<file path="src/hdl/clc_pkg.sv">
package clc_pkg;

	localparam int DISPLAY_DEPTH = 128;
	localparam int GLYPH_DEPTH   = 64;
	localparam int DA_W          = $clog2(DISPLAY_DEPTH);
	localparam int GA_W          = $clog2(GLYPH_DEPTH);

	localparam int CFG_IDX_W = 1;
	localparam int CFG_W     = 16;

	localparam logic [CFG_IDX_W-1:0] REG_SLOW_DELAY = 1'b0;
	localparam logic [CFG_IDX_W-1:0] REG_FAST_DELAY = 1'b1;

	localparam logic [15:0] SLOW_DELAY_RESET = 16'd1520;
	localparam logic [15:0] FAST_DELAY_RESET = 16'd37;
	localparam logic [2:0]  FUNCTION_RESET   = 3'd4;
	localparam logic [7:0]  BLANK_CHAR       = 8'h20;
	localparam logic [6:0]  DISP_ADDR_MASK   = 7'h7f;
	localparam logic [5:0]  GLYPH_ADDR_MASK  = 6'h3f;

	// wrap limits for the shared step unit, and 8-bit depths for the address range checks
	localparam logic [15:0] DISP_LIM   = 16'(DISPLAY_DEPTH);
	localparam logic [15:0] GLYPH_LIM  = 16'(GLYPH_DEPTH);
	localparam logic [15:0] SCROLL_LIM = 16'd256;
	localparam logic [15:0] NO_LIM     = 16'hffff;
	localparam logic [7:0]  DISP_LIM8  = 8'(DISPLAY_DEPTH);
	localparam logic [7:0]  GLYPH_LIM8 = 8'(GLYPH_DEPTH);

	localparam logic [3:0] OP_CLEAR      = 4'd0;
	localparam logic [3:0] OP_HOME       = 4'd1;
	localparam logic [3:0] OP_ENTRY      = 4'd2;
	localparam logic [3:0] OP_DISPLAY    = 4'd3;
	localparam logic [3:0] OP_SHIFT      = 4'd4;
	localparam logic [3:0] OP_FUNCTION   = 4'd5;
	localparam logic [3:0] OP_GLYPH_ADDR = 4'd6;
	localparam logic [3:0] OP_DISP_ADDR  = 4'd7;
	localparam logic [3:0] OP_DATA_WRITE = 4'd8;
	localparam logic [3:0] OP_DATA_READ  = 4'd9;

	typedef struct packed {
		logic       cmd;
		logic       reg_select;
		logic       read_not_write;
		logic [7:0] bus_data;
	} in_t;

	typedef struct packed {
		logic              read_valid;
		logic [7:0]        read_data;
		logic              completed;
		logic              dropped;
		logic              busy_res;
		logic [6:0]        cursor_addr;
		logic signed [7:0] scroll_amount;
		logic [2:0]        display_control;
		logic [2:0]        function_mode;
		logic              entry_increment;
	} out_t;

endpackage

</file>
<file path="src/hdl/clc_ram.sv">
module clc_ram #(
	parameter int WIDTH = 8,
	parameter int DEPTH = 64
) (
	input  logic                     clk,
	input  logic                     we,
	input  logic [$clog2(DEPTH)-1:0] addr,
	input  logic [WIDTH-1:0]         wdata,
	output logic [WIDTH-1:0]         rdata
);

	logic [WIDTH-1:0] mem_q [DEPTH];

	always_ff @(posedge clk) begin
		if (we) begin
			mem_q[addr] <= wdata;
		end
		rdata <= mem_q[addr];
	end

endmodule

</file>
<file path="src/hdl/character_lcd_controller_unit.sv">
// Character LCD controller, HD44780 style.
// Input channel (in_valid/in_ready/in_data): each item is either a bus access
// latched at the enable falling edge (cmd 0) or one time tick (cmd 1).
// Output channel (out_valid/out_ready/out_data): exactly one result per item,
// carrying read answers, completion/drop flags and a snapshot of the state.
// Config port: cfg_we/cfg_index/cfg_wdata set the slow delay (clear, home) and
// the fast delay (all else) in ticks; write only while the block is idle.
// Path: ticks that do not finish an instruction, reads of the busy flag and
// drops go from decode straight to the result step; an instruction write
// passes a sequencer that searches the opcode one bit per cycle; a tick that
// executes the pending instruction passes memory access, then counter step,
// then scroll step, as the instruction needs. One item is in work at a time;
// in_ready is high only in the idle state.
// All counter steps go through a single increment/decrement unit with wrap.
// Both display and glyph memories are single-port RAMs with registered reads;
// per-entry valid bits supply the reset value and the blank fill after clear.
// Reset: asynchronous; all registers outside the RAMs return to power-on values.
// When the receiver stalls, the result holds in the output register; the
// next item is still accepted and waits at its final step for the slot.
module character_lcd_controller_unit (
	input  logic                          clk,
	input  logic                          arst_n,
	input  logic                          in_valid,
	output logic                          in_ready,
	input  clc_pkg::in_t                  in_data,
	output logic                          out_valid,
	input  logic                          out_ready,
	output clc_pkg::out_t                 out_data,
	input  logic                          cfg_we,
	input  logic [clc_pkg::CFG_IDX_W-1:0] cfg_index,
	input  logic [clc_pkg::CFG_W-1:0]     cfg_wdata
);
	import clc_pkg::*;

	localparam logic [2:0] ST_IDLE   = 3'd0;
	localparam logic [2:0] ST_DECODE = 3'd1;
	localparam logic [2:0] ST_SCAN   = 3'd2;
	localparam logic [2:0] ST_EXEC   = 3'd3;
	localparam logic [2:0] ST_STEP   = 3'd4;
	localparam logic [2:0] ST_SCROLL = 3'd5;
	localparam logic [2:0] ST_DONE   = 3'd6;

	logic [2:0]  state_q;
	in_t         item_q;
	logic [15:0] slow_q;
	logic [15:0] fast_q;

	logic            busy_q;
	logic [3:0]      op_q;
	logic [7:0]      byte_q;
	logic [15:0]     delay_q;
	logic [DA_W-1:0] daddr_q;
	logic [GA_W-1:0] gaddr_q;
	logic            gmode_q;
	logic            incr_q;
	logic [7:0]      scroll_q;
	logic [2:0]      dbits_q;
	logic [2:0]      fbits_q;
	logic [2:0]      scan_q;

	logic [DISPLAY_DEPTH-1:0] disp_vld_q;
	logic [GLYPH_DEPTH-1:0]   glyph_vld_q;
	logic [7:0]               disp_fill_q;
	logic                     hit_q;
	logic [7:0]               fill_q;

	logic       rv_q;
	logic [7:0] rd_q;
	logic       done_q;
	logic       drop_q;
	logic       out_valid_q;
	out_t       out_q;

	logic [15:0] unit_a;
	logic        unit_up;
	logic [15:0] unit_lim;
	logic [15:0] unit_inc;
	logic [15:0] unit_y;

	logic       d_we;
	logic       g_we;
	logic [7:0] d_rdata;
	logic [7:0] g_rdata;
	logic       slot_free;
	logic       step_disp;

	assign in_ready  = (state_q == ST_IDLE);
	assign out_valid = out_valid_q;
	assign out_data  = out_q;
	assign slot_free = !out_valid_q || out_ready;
	// shift always moves the display counter; data access follows the mode
	assign step_disp = (op_q == OP_SHIFT) || !gmode_q;

	// shared increment/decrement unit with wrap at a limit
	always_comb begin
		unit_a   = '0;
		unit_up  = 1'b0;
		unit_lim = NO_LIM;
		unique case (state_q)
			ST_DECODE: begin
				unit_a = delay_q;
			end
			ST_SCAN: begin
				unit_a = 16'(scan_q);
			end
			ST_STEP: begin
				if (step_disp) begin
					unit_a   = 16'(daddr_q);
					unit_lim = DISP_LIM;
				end else begin
					unit_a   = 16'(gaddr_q);
					unit_lim = GLYPH_LIM;
				end
				unit_up = (op_q == OP_SHIFT) ? byte_q[2] : incr_q;
			end
			ST_SCROLL: begin
				unit_a   = {8'd0, scroll_q};
				unit_up  = byte_q[2];
				unit_lim = SCROLL_LIM;
			end
			default: begin
			end
		endcase
		unit_inc = unit_a + 16'd1;
		if (unit_up) begin
			unit_y = (unit_inc >= unit_lim) ? 16'd0 : unit_inc;
		end else begin
			unit_y = (unit_a == 16'd0) ? unit_lim - 16'd1 : unit_a - 16'd1;
		end
	end

	assign d_we = (state_q == ST_EXEC) && (op_q == OP_DATA_WRITE) && !gmode_q;
	assign g_we = (state_q == ST_EXEC) && (op_q == OP_DATA_WRITE) && gmode_q;

	clc_ram #(.WIDTH(8), .DEPTH(DISPLAY_DEPTH)) u_disp_ram (
		.clk   (clk),
		.we    (d_we),
		.addr  (daddr_q),
		.wdata (byte_q),
		.rdata (d_rdata)
	);

	clc_ram #(.WIDTH(8), .DEPTH(GLYPH_DEPTH)) u_glyph_ram (
		.clk   (clk),
		.we    (g_we),
		.addr  (gaddr_q),
		.wdata (byte_q),
		.rdata (g_rdata)
	);

	always_ff @(posedge clk or negedge arst_n) begin
		if (!arst_n) begin
			slow_q <= SLOW_DELAY_RESET;
			fast_q <= FAST_DELAY_RESET;
		end else if (cfg_we) begin
			unique case (cfg_index)
				REG_SLOW_DELAY: slow_q <= cfg_wdata;
				REG_FAST_DELAY: fast_q <= cfg_wdata;
			endcase
		end
	end

	always_ff @(posedge clk or negedge arst_n) begin
		if (!arst_n) begin
			state_q     <= ST_IDLE;
			item_q      <= '0;
			busy_q      <= 1'b0;
			op_q        <= OP_CLEAR;
			byte_q      <= '0;
			delay_q     <= '0;
			daddr_q     <= '0;
			gaddr_q     <= '0;
			gmode_q     <= 1'b0;
			incr_q      <= 1'b1;
			scroll_q    <= '0;
			dbits_q     <= '0;
			fbits_q     <= FUNCTION_RESET;
			scan_q      <= '0;
			disp_vld_q  <= '0;
			glyph_vld_q <= '0;
			disp_fill_q <= '0;
			hit_q       <= 1'b0;
			fill_q      <= '0;
			rv_q        <= 1'b0;
			rd_q        <= '0;
			done_q      <= 1'b0;
			drop_q      <= 1'b0;
			out_valid_q <= 1'b0;
			out_q       <= '0;
		end else begin
			// a result loaded in ST_DONE keeps the output valid
			if (out_valid_q && out_ready && state_q != ST_DONE) begin
				out_valid_q <= 1'b0;
			end
			unique case (state_q)
				ST_IDLE: begin
					if (in_valid) begin
						item_q  <= in_data;
						state_q <= ST_DECODE;
					end
				end
				ST_DECODE: begin
					done_q <= 1'b0;
					if (item_q.cmd) begin
						rv_q   <= 1'b0;
						rd_q   <= '0;
						drop_q <= 1'b0;
						if (busy_q && delay_q <= 16'd1) begin
							delay_q <= '0;
							state_q <= ST_EXEC;
						end else begin
							if (busy_q) begin
								delay_q <= unit_y;
							end
							state_q <= ST_DONE;
						end
					end else if (!item_q.reg_select && item_q.read_not_write) begin
						rv_q    <= 1'b1;
						rd_q    <= {busy_q, gmode_q ? 7'(gaddr_q) : 7'(daddr_q)};
						drop_q  <= 1'b0;
						state_q <= ST_DONE;
					end else if (busy_q) begin
						rv_q    <= 1'b0;
						rd_q    <= '0;
						drop_q  <= 1'b1;
						state_q <= ST_DONE;
					end else begin
						rv_q   <= 1'b0;
						rd_q   <= '0;
						drop_q <= 1'b0;
						busy_q <= 1'b1;
						byte_q <= item_q.bus_data;
						if (item_q.reg_select) begin
							op_q    <= item_q.read_not_write ? OP_DATA_READ : OP_DATA_WRITE;
							delay_q <= fast_q;
							state_q <= ST_DONE;
						end else begin
							scan_q  <= 3'd7;
							state_q <= ST_SCAN;
						end
					end
				end
				ST_SCAN: begin
					// search the highest set bit, one bit a cycle
					if (byte_q[scan_q] || scan_q == 3'd0) begin
						op_q    <= {1'b0, scan_q};
						delay_q <= (scan_q <= 3'd1) ? slow_q : fast_q;
						state_q <= ST_DONE;
					end else begin
						scan_q <= unit_y[2:0];
					end
				end
				ST_EXEC: begin
					busy_q  <= 1'b0;
					done_q  <= 1'b1;
					// shift and data access go on to the counter step
					state_q <= (op_q == OP_SHIFT || op_q == OP_DATA_WRITE ||
						op_q == OP_DATA_READ) ? ST_STEP : ST_DONE;
					case (op_q) inside
						OP_CLEAR: begin
							disp_vld_q  <= '0;
							disp_fill_q <= BLANK_CHAR;
							daddr_q     <= '0;
						end
						OP_HOME: begin
							daddr_q  <= '0;
							scroll_q <= '0;
						end
						OP_ENTRY: begin
							incr_q <= byte_q[1];
						end
						OP_DISPLAY: begin
							dbits_q <= byte_q[2:0];
						end
						OP_FUNCTION: begin
							fbits_q <= {byte_q[4], byte_q[3], byte_q[3] ? 1'b0 : byte_q[2]};
						end
						OP_GLYPH_ADDR: begin
							gmode_q <= 1'b1;
							if ({2'b00, byte_q[5:0] & GLYPH_ADDR_MASK} >= GLYPH_LIM8) begin
								gaddr_q <= '0;
							end else begin
								gaddr_q <= byte_q[GA_W-1:0];
							end
						end
						OP_DISP_ADDR: begin
							gmode_q <= 1'b0;
							if ({1'b0, byte_q[6:0] & DISP_ADDR_MASK} >= DISP_LIM8) begin
								daddr_q <= '0;
							end else begin
								daddr_q <= byte_q[DA_W-1:0];
							end
						end
						OP_DATA_WRITE, OP_DATA_READ: begin
							// RAM access goes out this cycle; note what an unwritten entry reads
							if (gmode_q) begin
								hit_q  <= glyph_vld_q[gaddr_q];
								fill_q <= '0;
								if (op_q == OP_DATA_WRITE) begin
									glyph_vld_q[gaddr_q] <= 1'b1;
								end
							end else begin
								hit_q  <= disp_vld_q[daddr_q];
								fill_q <= disp_fill_q;
								if (op_q == OP_DATA_WRITE) begin
									disp_vld_q[daddr_q] <= 1'b1;
								end
							end
						end
						default: begin
						end
					endcase
				end
				ST_STEP: begin
					if (op_q == OP_DATA_READ) begin
						rv_q <= 1'b1;
						if (hit_q) begin
							rd_q <= gmode_q ? g_rdata : d_rdata;
						end else begin
							rd_q <= fill_q;
						end
					end
					if (step_disp) begin
						daddr_q <= unit_y[DA_W-1:0];
					end else begin
						gaddr_q <= unit_y[GA_W-1:0];
					end
					state_q <= (op_q == OP_SHIFT && byte_q[3]) ? ST_SCROLL : ST_DONE;
				end
				ST_SCROLL: begin
					scroll_q <= unit_y[7:0];
					state_q  <= ST_DONE;
				end
				ST_DONE: begin
					// hold until the output register is free
					if (slot_free) begin
						out_valid_q           <= 1'b1;
						out_q.read_valid      <= rv_q;
						out_q.read_data       <= rd_q;
						out_q.completed       <= done_q;
						out_q.dropped         <= drop_q;
						out_q.busy_res        <= busy_q;
						out_q.cursor_addr     <= 7'(daddr_q);
						out_q.scroll_amount   <= scroll_q;
						out_q.display_control <= dbits_q;
						out_q.function_mode   <= fbits_q;
						out_q.entry_increment <= incr_q;
						state_q               <= ST_IDLE;
					end
				end
				default: begin
					state_q <= ST_IDLE;
				end
			endcase
		end
	end

endmodule

</file>
<file path="config.mk">
export PLATFORM = sky130hd
export DESIGN_NAME = character_lcd_controller_unit
export DESIGN_NICKNAME = d
export VERILOG_FILES = /design/src/hdl/clc_pkg.sv /design/src/hdl/clc_ram.sv /design/src/hdl/character_lcd_controller_unit.sv
export SDC_FILE = /design/constraint.sdc
export NUM_CORES = 2
export LEC_CHECK = 0
export BUFFER_PORTS_ARGS = -buffer_cell sky130_fd_sc_hd__buf_2
export CORE_ASPECT_RATIO = 0.75
export CORE_MARGIN = 2
export CORE_UTILIZATION = 39
export CTS_CLUSTER_SIZE = 30
export DETAILED_ROUTE_END_ITERATION = 8
export GPL_TIMING_DRIVEN = 0
export PLACE_DENSITY = 0.56
export SLEW_MARGIN = 40
export SYNTH_ARGS = -nofsm -noshare
export SYNTH_HDL_FRONTEND = slang
export SYNTH_HIERARCHICAL = 1
export SYNTH_SLANG_ARGS = --single-unit
</file>
<file path="constraint.sdc">
create_clock -name clk -period 8.1 [get_ports clk]
set_input_delay 0.405 -clock clk [delete_from_list [all_inputs] [get_ports clk]]
set_output_delay 0.405 -clock clk [all_outputs]
set_load 0.005 [all_outputs]
</file>
-- After elaboration in Yosys (flattened, before gate mapping)
Memory sizes are Yosys's and may differ from the RTL's. A register that Yosys moved wholly into a read port is not among the register bits.
Index checks and enable logic that the tools add are counted.
- register bits after elaboration: 355
- memory bits (writable): 1536
- memories kept: 2
- memory list (name ; depth ; width ; read ports ; clocked after Yosys merged registers in ; write ports ; RTL line ; text):
    u_disp_ram.mem_q ; 128 ; 8 ; 1 ; 1 ; 1 ; clc_ram.sv:12 ; logic [WIDTH-1:0] mem_q [DEPTH];
    u_glyph_ram.mem_q ; 64 ; 8 ; 1 ; 1 ; 1 ; clc_ram.sv:12 ;
- add/subtract/negate cells: 3
- order comparisons: 8
- equality and inequality tests: 51
- muxes and demuxes: 112
- bitwise operators: 13
- reduce and logical (&&, ||, !) cells: 53
- operators with widths (cell ; number):
    2-to-1 mux 128 bit ; 10
    2-to-1 mux 16 bit ; 11
    bitwise OR 128 bit ; 1
    2-to-1 mux 7 bit ; 10
    2-to-1 mux 8 bit ; 8
    bitwise OR 64 bit ; 1
    case mux 16 bit (2 select lines) ; 2
    case mux 16 bit (4 select lines) ; 1
    2-to-1 mux 6 bit ; 8
    inequality test 2 bit (second input constant) ; 23
    2-to-1 mux 3 bit ; 13
    case mux 8 bit (2 select lines) ; 2
    subtractor 16 x 1 -> 16 bit (second input constant) ; 2
    2-to-1 mux 1 bit ; 26
    AND reduction 6 bit ; 4
    case mux 3 bit (7 select lines) ; 1
    2-to-1 mux 4 bit ; 5
    inequality test 4 bit (second input constant) ; 5
    adder 16 x 1 -> 16 bit (second input constant) ; 1
    == test 4 x 3 -> 1 bit (second input constant) ; 4
    >= comparator 16 bit ; 1
    <= comparator 16 x 1 -> 1 bit (second input constant) ; 1
    zero test 16 bit ; 1
    nonzero test 2 bit ; 8
    other kinds (42) ; 91

-- Depth between registers and ports, before layout
- depth after elaboration: 15
- gate-level depth with buffers: 22
- gate-level depth less buffers: 20

-- Hierarchy
Netlist, hierarchy kept.
- modules (own cells, without submodules) (module ; times used ; cells an instance ; area each (µm²)):
    clc_ram (u_disp_ram) ; 1 ; 2475 ; 40435.0
    clc_ram (u_glyph_ram) ; 1 ; 1171 ; 20449.6
    character_lcd_controller_unit ; 1 ; 1642 ; 16721.0

-- Least setup slack after synthesis
No wires, ideal clock.
- path kind: reg2reg
- start point: register op_q[1]
- end point: register delay_q[12]
- setup time: 0.127 ns
- arrival: 5.400 ns
- required time: 7.973 ns
- slack: 2.573 ns
- cell stages (with the launch flop): 21
- buffers on the path: 4
- clock period less this slack: 5.527 ns
- cell sequence: dfrtp_1 buf_6 or4b_1 buf_2 nand2_1 mux2_2 a221oi_1 ha_1 o21a_1 and3_1 clkbuf_1 nand2_1 o21ai_0 ha_1 inv_1 or3_4 or4b_1 buf_2 o311a_1 o31ai_1 a21oi_1
- word-level cells in the longest chain between the ends: 12
- elaborated cells on any way between the ends: 20
- RTL lines (what ; RTL line ; text):
    start: declaration ; character_lcd_controller_unit.sv:49 ; logic [3:0] op_q;
    start signal: assignment ; character_lcd_controller_unit.sv:234 ; op_q <= item_q.read_not_write ? OP_DATA_READ : OP_DATA_WRITE;
    start signal: assignment ; character_lcd_controller_unit.sv:246 ; op_q <= {1'b0, scan_q};
    == test 4 x 3 -> 1 bit (*) ; character_lcd_controller_unit.sv:92, character_lcd_controller_unit.sv:114 ;
    logical OR 1 bit ; character_lcd_controller_unit.sv:92 ; assign step_disp = (op_q == OP_SHIFT) || !gmode_q;
    2-to-1 mux 7 bit ; character_lcd_controller_unit.sv:107 ; if (step_disp) begin
    case mux 16 bit (4 select lines) ; character_lcd_controller_unit.sv:99 ; unique case (state_q)
    adder 16 x 1 -> 16 bit ; character_lcd_controller_unit.sv:124 ; unit_inc = unit_a + 16'd1;
    >= comparator 16 bit ; character_lcd_controller_unit.sv:126 ; unit_y = (unit_inc >= unit_lim) ? 16'd0 : unit_inc;
    2-to-1 mux 16 bit ; character_lcd_controller_unit.sv:126 ;
    2-to-1 mux 16 bit (*) ; character_lcd_controller_unit.sv:125 ; if (unit_up) begin
    2-to-1 mux 16 bit (*) ; character_lcd_controller_unit.sv:212 ; if (busy_q) begin
    2-to-1 mux 16 bit (*) ; character_lcd_controller_unit.sv:208 ; if (busy_q && delay_q <= 16'd1) begin
    2-to-1 mux 16 bit (*) ; character_lcd_controller_unit.sv:204 ; if (item_q.cmd) begin
    case mux 16 bit (2 select lines) (*) ; character_lcd_controller_unit.sv:195 ; unique case (state_q)
    end signal: assignment ; character_lcd_controller_unit.sv:213 ; delay_q <= unit_y;
    end signal: assignment ; character_lcd_controller_unit.sv:235 ; delay_q <= fast_q;
    end signal: assignment ; character_lcd_controller_unit.sv:247 ; delay_q <= (scan_q <= 3'd1) ? slow_q : fast_q;
    end: declaration ; character_lcd_controller_unit.sv:51 ; logic [15:0] delay_q;
Mark *: on every way between the ends. The rest lies on a longest branch, timed or not. The select of a mux whose other input is x is not followed.
A chain may end at the register's enable or synchronous reset.

-- Worst setup path in the final report
- start point: register state_q[2]
- end point: register daddr_q[0]
- word-level cells in the longest chain between the ends: 8
- elaborated cells on any way between the ends: 26
- RTL lines (what ; RTL line ; text):
    start: declaration ; character_lcd_controller_unit.sv:43 ; logic [2:0] state_q;
    start signal: assignment ; character_lcd_controller_unit.sv:257 ; state_q <= (op_q == OP_SHIFT || op_q == OP_DATA_WRITE ||
    start signal: assignment ; character_lcd_controller_unit.sv:328 ; state_q <= (op_q == OP_SHIFT && byte_q[3]) ? ST_SCROLL : ST_DONE;
    == test 3 bit, or another cell as far along ; character_lcd_controller_unit.sv:99 ;
    case mux 16 bit (4 select lines) ; character_lcd_controller_unit.sv:99 ;
    adder 16 x 1 -> 16 bit ; character_lcd_controller_unit.sv:124 ;
    >= comparator 16 bit ; character_lcd_controller_unit.sv:126 ;
    2-to-1 mux 16 bit ; character_lcd_controller_unit.sv:126 ;
    2-to-1 mux 16 bit ; character_lcd_controller_unit.sv:125 ;
    2-to-1 mux 7 bit ; character_lcd_controller_unit.sv:323 ; if (step_disp) begin
    case mux 7 bit (2 select lines) ; character_lcd_controller_unit.sv:195 ;
    end signal: assignment ; character_lcd_controller_unit.sv:291 ; daddr_q <= byte_q[DA_W-1:0];
    end signal: assignment ; character_lcd_controller_unit.sv:324 ; daddr_q <= unit_y[DA_W-1:0];
    end: declaration ; character_lcd_controller_unit.sv:52 ; logic [DA_W-1:0] daddr_q;
Several ways; a longest one is shown, not always the timed one. The select of a mux whose other input is x is not followed.

==> run_summary.xml <==
<?xml version="1.0" encoding="UTF-8"?>
<metrics>
  <group name="run_status">
    <metric name="outcome" unit="">finished, final reports clean</metric>
  </group>
  <group name="cells_and_area">
    <metric name="layout.area.seq" unit="mm²">0.0552</metric>
    <metric name="most-common-layout-cells" unit="">1536 x sky130_fd_sc_hd__edfxtp_1, 341 x sky130_fd_sc_hd__nor2_1, 330 x sky130_fd_sc_hd__a21oi_1, 328 x sky130_fd_sc_hd__dfrtp_1, 264 x sky130_fd_sc_hd__a221oi_1</metric>
    <metric name="area.growth.synth_to_final" unit="%">15.5</metric>
    <metric name="fillerInstances" unit="">17400</metric>
    <metric name="layout-drive-gt1-share" unit="%">19.4</metric>
    <metric name="multi_input_area" unit="mm²">0.0211</metric>
    <metric name="layout.core_utilization" unit="%">45.4</metric>
    <metric name="net_total_in_the_final_layout" unit="">5688</metric>
    <metric name="most_common_cell_after_layout_fill_and_taps_aside" unit="">sky130_fd_sc_hd__edfxtp_1</metric>
    <metric name="final-instance-count-excl-fill" unit="">8456</metric>
  </group>
  <group name="cts">
    <metric name="ctsHtreeMaxLevel" unit="">4</metric>
    <metric name="clock_insertion_delay_worst_skew" unit="ns">0.86</metric>
    <metric name="cts_tree" unit="">done</metric>
    <metric name="cts_buffer_depth" unit="">3</metric>
    <metric name="path_clk_slew" unit="ns">0.06</metric>
    <metric name="cts-buffers-inserted" unit="">182</metric>
    <metric name="post_cts.repair.setup_buffers" unit="">0</metric>
    <metric name="cts.sink_count" unit="">1900</metric>
    <metric name="cts_root_buf" unit="">sky130_fd_sc_hd__clkbuf_16</metric>
  </group>
  <group name="job">
    <metric name="maxCapViolations" unit="">0</metric>
  </group>
  <group name="sta">
    <metric name="final_hold_viols" unit="">0</metric>
    <metric name="worst_slew_margin_rel" unit="%">32.2</metric>
    <metric name="finClkSkew" unit="ns">0.0379</metric>
    <metric name="worst_slew_pin_slew" unit="ns">1.00</metric>
    <metric name="fin_hold_ws" unit="ns">0.0565</metric>
    <metric name="finalCriticalPeriod" unit="ns">6.39</metric>
    <metric name="slew_violations" unit="">0</metric>
    <metric name="finalCritPeriodShare" unit="%">78.9</metric>
    <metric name="finalSetupTns" unit="ns">0</metric>
    <metric name="rsz0062_at_grt" unit="">no</metric>
    <metric name="setup-violations-final" unit="">0</metric>
    <metric name="max_freq" unit="GHz">0.157</metric>
  </group>
  <group name="drt">
    <metric name="via_count" unit="">55000</metric>
    <metric name="postRouteWirelength" unit="µm">323000</metric>
    <metric name="route.detailed.vias_per_inst" unit="">6.50</metric>
    <metric name="avgRoutedWirePerCell" unit="µm">38.1</metric>
    <metric name="post-route-drc-count" unit="">0</metric>
    <metric name="dr.pass1.iters" unit="">6</metric>
    <metric name="antenna_violating_nets_post_route" unit="">0</metric>
    <metric name="drt-initial-drc-count" unit="">9681</metric>
  </group>
  <group name="yosys">
    <metric name="synth-seq-cells" unit="">1900</metric>
    <metric name="synth.area.top_cells" unit="">sky130_fd_sc_hd__edfxtp_1 59%, sky130_fd_sc_hd__dfrtp_1 11%, sky130_fd_sc_hd__a221oi_1 3.0%</metric>
    <metric name="syn-num-nets" unit="">5340</metric>
    <metric name="synth-async-reset-ratio" unit="%">18.3</metric>
    <metric name="synth_largest_area_cell" unit="">sky130_fd_sc_hd__edfxtp_1</metric>
    <metric name="synth_sequential_area_ratio" unit="%">71.1</metric>
    <metric name="dominantRegCellSynth" unit="">sky130_fd_sc_hd__edfxtp_1</metric>
    <metric name="syn_area_per_cell" unit="µm²">14.7</metric>
    <metric name="post_synth_inst_count" unit="">5288</metric>
    <metric name="count_of_cell_types_in_the_netlist" unit="">89</metric>
    <metric name="synth_area" unit="mm²">0.0776</metric>
    <metric name="synth.top_cell.area_share" unit="%">59.4</metric>
    <metric name="synth_warn" unit="">6</metric>
    <metric name="synth_enable_flop_cells" unit="">1536</metric>
  </group>
  <group name="global_route">
    <metric name="total_global_routing_track_utilization" unit="%">31.2</metric>
    <metric name="first_pass_grt_wire_length" unit="µm">435000</metric>
    <metric name="total_congestion_overflow_after_global_routing" unit="">0</metric>
    <metric name="grt_start_max_net_pins" unit="">76</metric>
    <metric name="grt_pass1_vias" unit="">51200</metric>
    <metric name="initial_antenna_violation_count" unit="">25</metric>
  </group>
  <group name="place">
    <metric name="place_congestion" unit="">1.04</metric>
    <metric name="detailedPlacementHpwl" unit="µm">218000</metric>
    <metric name="portBuffers" unit="">68</metric>
    <metric name="dpl.cell_count" unit="">8065</metric>
  </group>
  <group name="power_and_ir_drop">
    <metric name="leakage_power_total" unit="nW">31.0</metric>
    <metric name="power-per-cell-area" unit="mW/mm²">366</metric>
    <metric name="fin_total_pwr" unit="mW">32.8</metric>
    <metric name="max-vdd-ir-drop" unit="µV">256</metric>
  </group>
  <group name="worst_setup_path">
    <metric name="r2r-end" unit="">daddr_q[0]</metric>
    <metric name="reg2reg_setup_slack" unit="ns">1.71</metric>
    <metric name="r2r-start" unit="">state_q[2]</metric>
    <metric name="critical_path_rt" unit="ns">8.75</metric>
    <metric name="worstSetupPathType" unit="">reg2reg</metric>
    <metric name="nature_of_the_critical_path_startpoint" unit="">flop</metric>
    <metric name="reg2reg_depth" unit="">20</metric>
    <metric name="critPathMaxFanout" unit="">10</metric>
    <metric name="slowest_stage" unit="">sky130_fd_sc_hd__buf_1</metric>
    <metric name="crit_chain" unit="">clkbuf_1, nand2_1, inv_1, clkbuf_1, buf_1, a31o_2, nand4_1, nor3_1, nand4_1, xor2_1, nor2_1, ha_1, a21o_1, a21o_1, a21oi_1, o221a_2, nand2_1, a21oi_1, o21ai_0, a21oi_1</metric>
    <metric name="end_kind" unit="">flop</metric>
    <metric name="slowest_delay" unit="ns">0.64</metric>
    <metric name="timing.critical_path.mode_cell" unit="">sky130_fd_sc_hd__a21oi_1</metric>
    <metric name="cp_data_arrival_time" unit="ns">7.04</metric>
  </group>
  <group name="floorplan">
    <metric name="chip_width" unit="µm">519</metric>
    <metric name="rows" unit="">141</metric>
    <metric name="die_h" unit="µm">390</metric>
    <metric name="initial_cell_density_of_the_core" unit="%">39.3</metric>
    <metric name="die_area" unit="mm²">0.203</metric>
    <metric name="core_region_area" unit="mm²">0.197</metric>
    <metric name="floorplan.io_pins" unit="">69</metric>
  </group>
  <group name="hold_path">
    <metric name="hold_path_end" unit="">state_q[0]</metric>
    <metric name="hold_path_startpoint" unit="">in_valid</metric>
    <metric name="worst_hold_path_type" unit="">in2reg</metric>
    <metric name="hold_depth" unit="">5</metric>
  </group>
</metrics>
-- where the power goes --
part           internal [mW]  switching (mW)  total, mW
logic                   2.80            8.74       11.5
registers               12.1           0.537       12.6
clock network           4.78            3.89       8.67
total                   19.7            13.2       32.8
-- registers in the layout, summed over array words and instances (netlist names), 11 cells and up --
name	flops
u_disp_ram/mem_q	1024
u_glyph_ram/mem_q	512
disp_vld_q	128
glyph_vld_q	64
out_data	34
delay_q	16
fast_q	16
slow_q	16
item_q	11
-- how the worst max path moves through the flow --
| stage | from | end | slack, ns | cells after the start |
|---|---|---|---|---|
| 6_report | state_q[2] | daddr_q[0] | 1.71 | 20 |
| 3_5_place_dp | op_q[1] | delay_q[6] | 1.77 | 22 |
| 3_3_place_gp | byte_q[2] | daddr_q[0] | -1.36 | 7 |
| 2_1_floorplan | op_q[1] | delay_q[12] | 2.57 | 20 |
| 4_1_cts | op_q[1] | daddr_q[0] | 1.71 | 22 |
| 5_1_grt | state_q[2] | daddr_q[0] | 1.21 | 20 |
-- final cells by class --
type | count | area share [%]
flip-flops and latches | 1900 | 61.6
multi-input cells | 2969 | 23.6
diodes | 19 | 0.0530
plain buffers | 391 | 2.22
clock buffers | 248 | 5.53
clock inverters | 92 | 1.16
well taps | 2645 | 3.69
inverters | 28 | 0.117
repair buffers | 164 | 2.10
-- logic make-up (layout without fill, tap and decap cells) --
group / after synthesis / count (layout) / share of synthesized area (%)
AO/OA/AOI/OAI: 1419 / 1419 / 13.0
adder cells (fa/ha/maj): 19 / 19 / 0.306
multiplexers: 380 / 380 / 6.08
XOR/XNOR: 16 / 16 / 0.181
flip-flops: 1900 / 1900 / 71.1
other: 0 / 19 / 0
AND/OR/NAND/NOR: 1135 / 1135 / 6.75
buffers and inverters: 419 / 923 / 2.56
-- worst max-delay path, delay by kind of cell (launching register included) --
| kind | cells | cell delay [ns] |
|---|---|---|
| AOI/OAI and AO/OA | 8 | 2.42 |
| xor gates and xnor gates | 1 | 0.17 |
| adders and majority gates | 1 | 0.26 |
| buffers and inverters | 4 | 1.54 |
| DFF | 1 | 0.32 |
| and+or+nand+nor | 6 | 1.49 |
-- synthesized netlist by cell type, types with 30 or more instances --
library cell and count:
sky130_fd_sc_hd__o22ai_1 57, sky130_fd_sc_hd__a221oi_1 267, sky130_fd_sc_hd__nand2b_1 45, sky130_fd_sc_hd__mux4_2 55, sky130_fd_sc_hd__a22oi_1 166, sky130_fd_sc_hd__buf_2 114
sky130_fd_sc_hd__buf_6 30, sky130_fd_sc_hd__nand4_1 35, sky130_fd_sc_hd__a21o_1 57, sky130_fd_sc_hd__a221o_1 33, sky130_fd_sc_hd__dfrtp_1 337, sky130_fd_sc_hd__a22o_1 71
sky130_fd_sc_hd__a31oi_1 36, sky130_fd_sc_hd__o221ai_1 32, sky130_fd_sc_hd__edfxtp_1 1536, sky130_fd_sc_hd__o21ai_0 146, sky130_fd_sc_hd__nor3_1 51, sky130_fd_sc_hd__nand2_1 251
sky130_fd_sc_hd__clkbuf_1 215, sky130_fd_sc_hd__a21oi_1 332, sky130_fd_sc_hd__nor2b_1 35, sky130_fd_sc_hd__mux2i_1 147, sky130_fd_sc_hd__mux2_2 166, sky130_fd_sc_hd__nand3_1 57
sky130_fd_sc_hd__nor2_1 509
-- stage by stage --
step	cell area [µm²]	setup WS [ns]
floorplan	77600	2.57
global placement	81300	-1.36
detailed placement	83100	1.77
CTS	89400	1.71
global route	89600	1.21
finish	89600	1.71
-- metal layers --
layer | up-vias | share of wire (%) | GRT usage (%)
li1 | 21600 | - | -
met1 | 28400 | 41 | 44.0
met2 | 4201 | 40 | 42.1
met3 | 805 | 14 | 11.5
met4 | 25 | 5.6 | 14.8
met5 | - | 0.11 | 0.569
-- timing repair --
action	CTS	global route
hold buffers	31	0
hold endpoints to repair	128	0
gates resized for setup	0	0
Note: power is estimated with default switching activity, not from simulation.
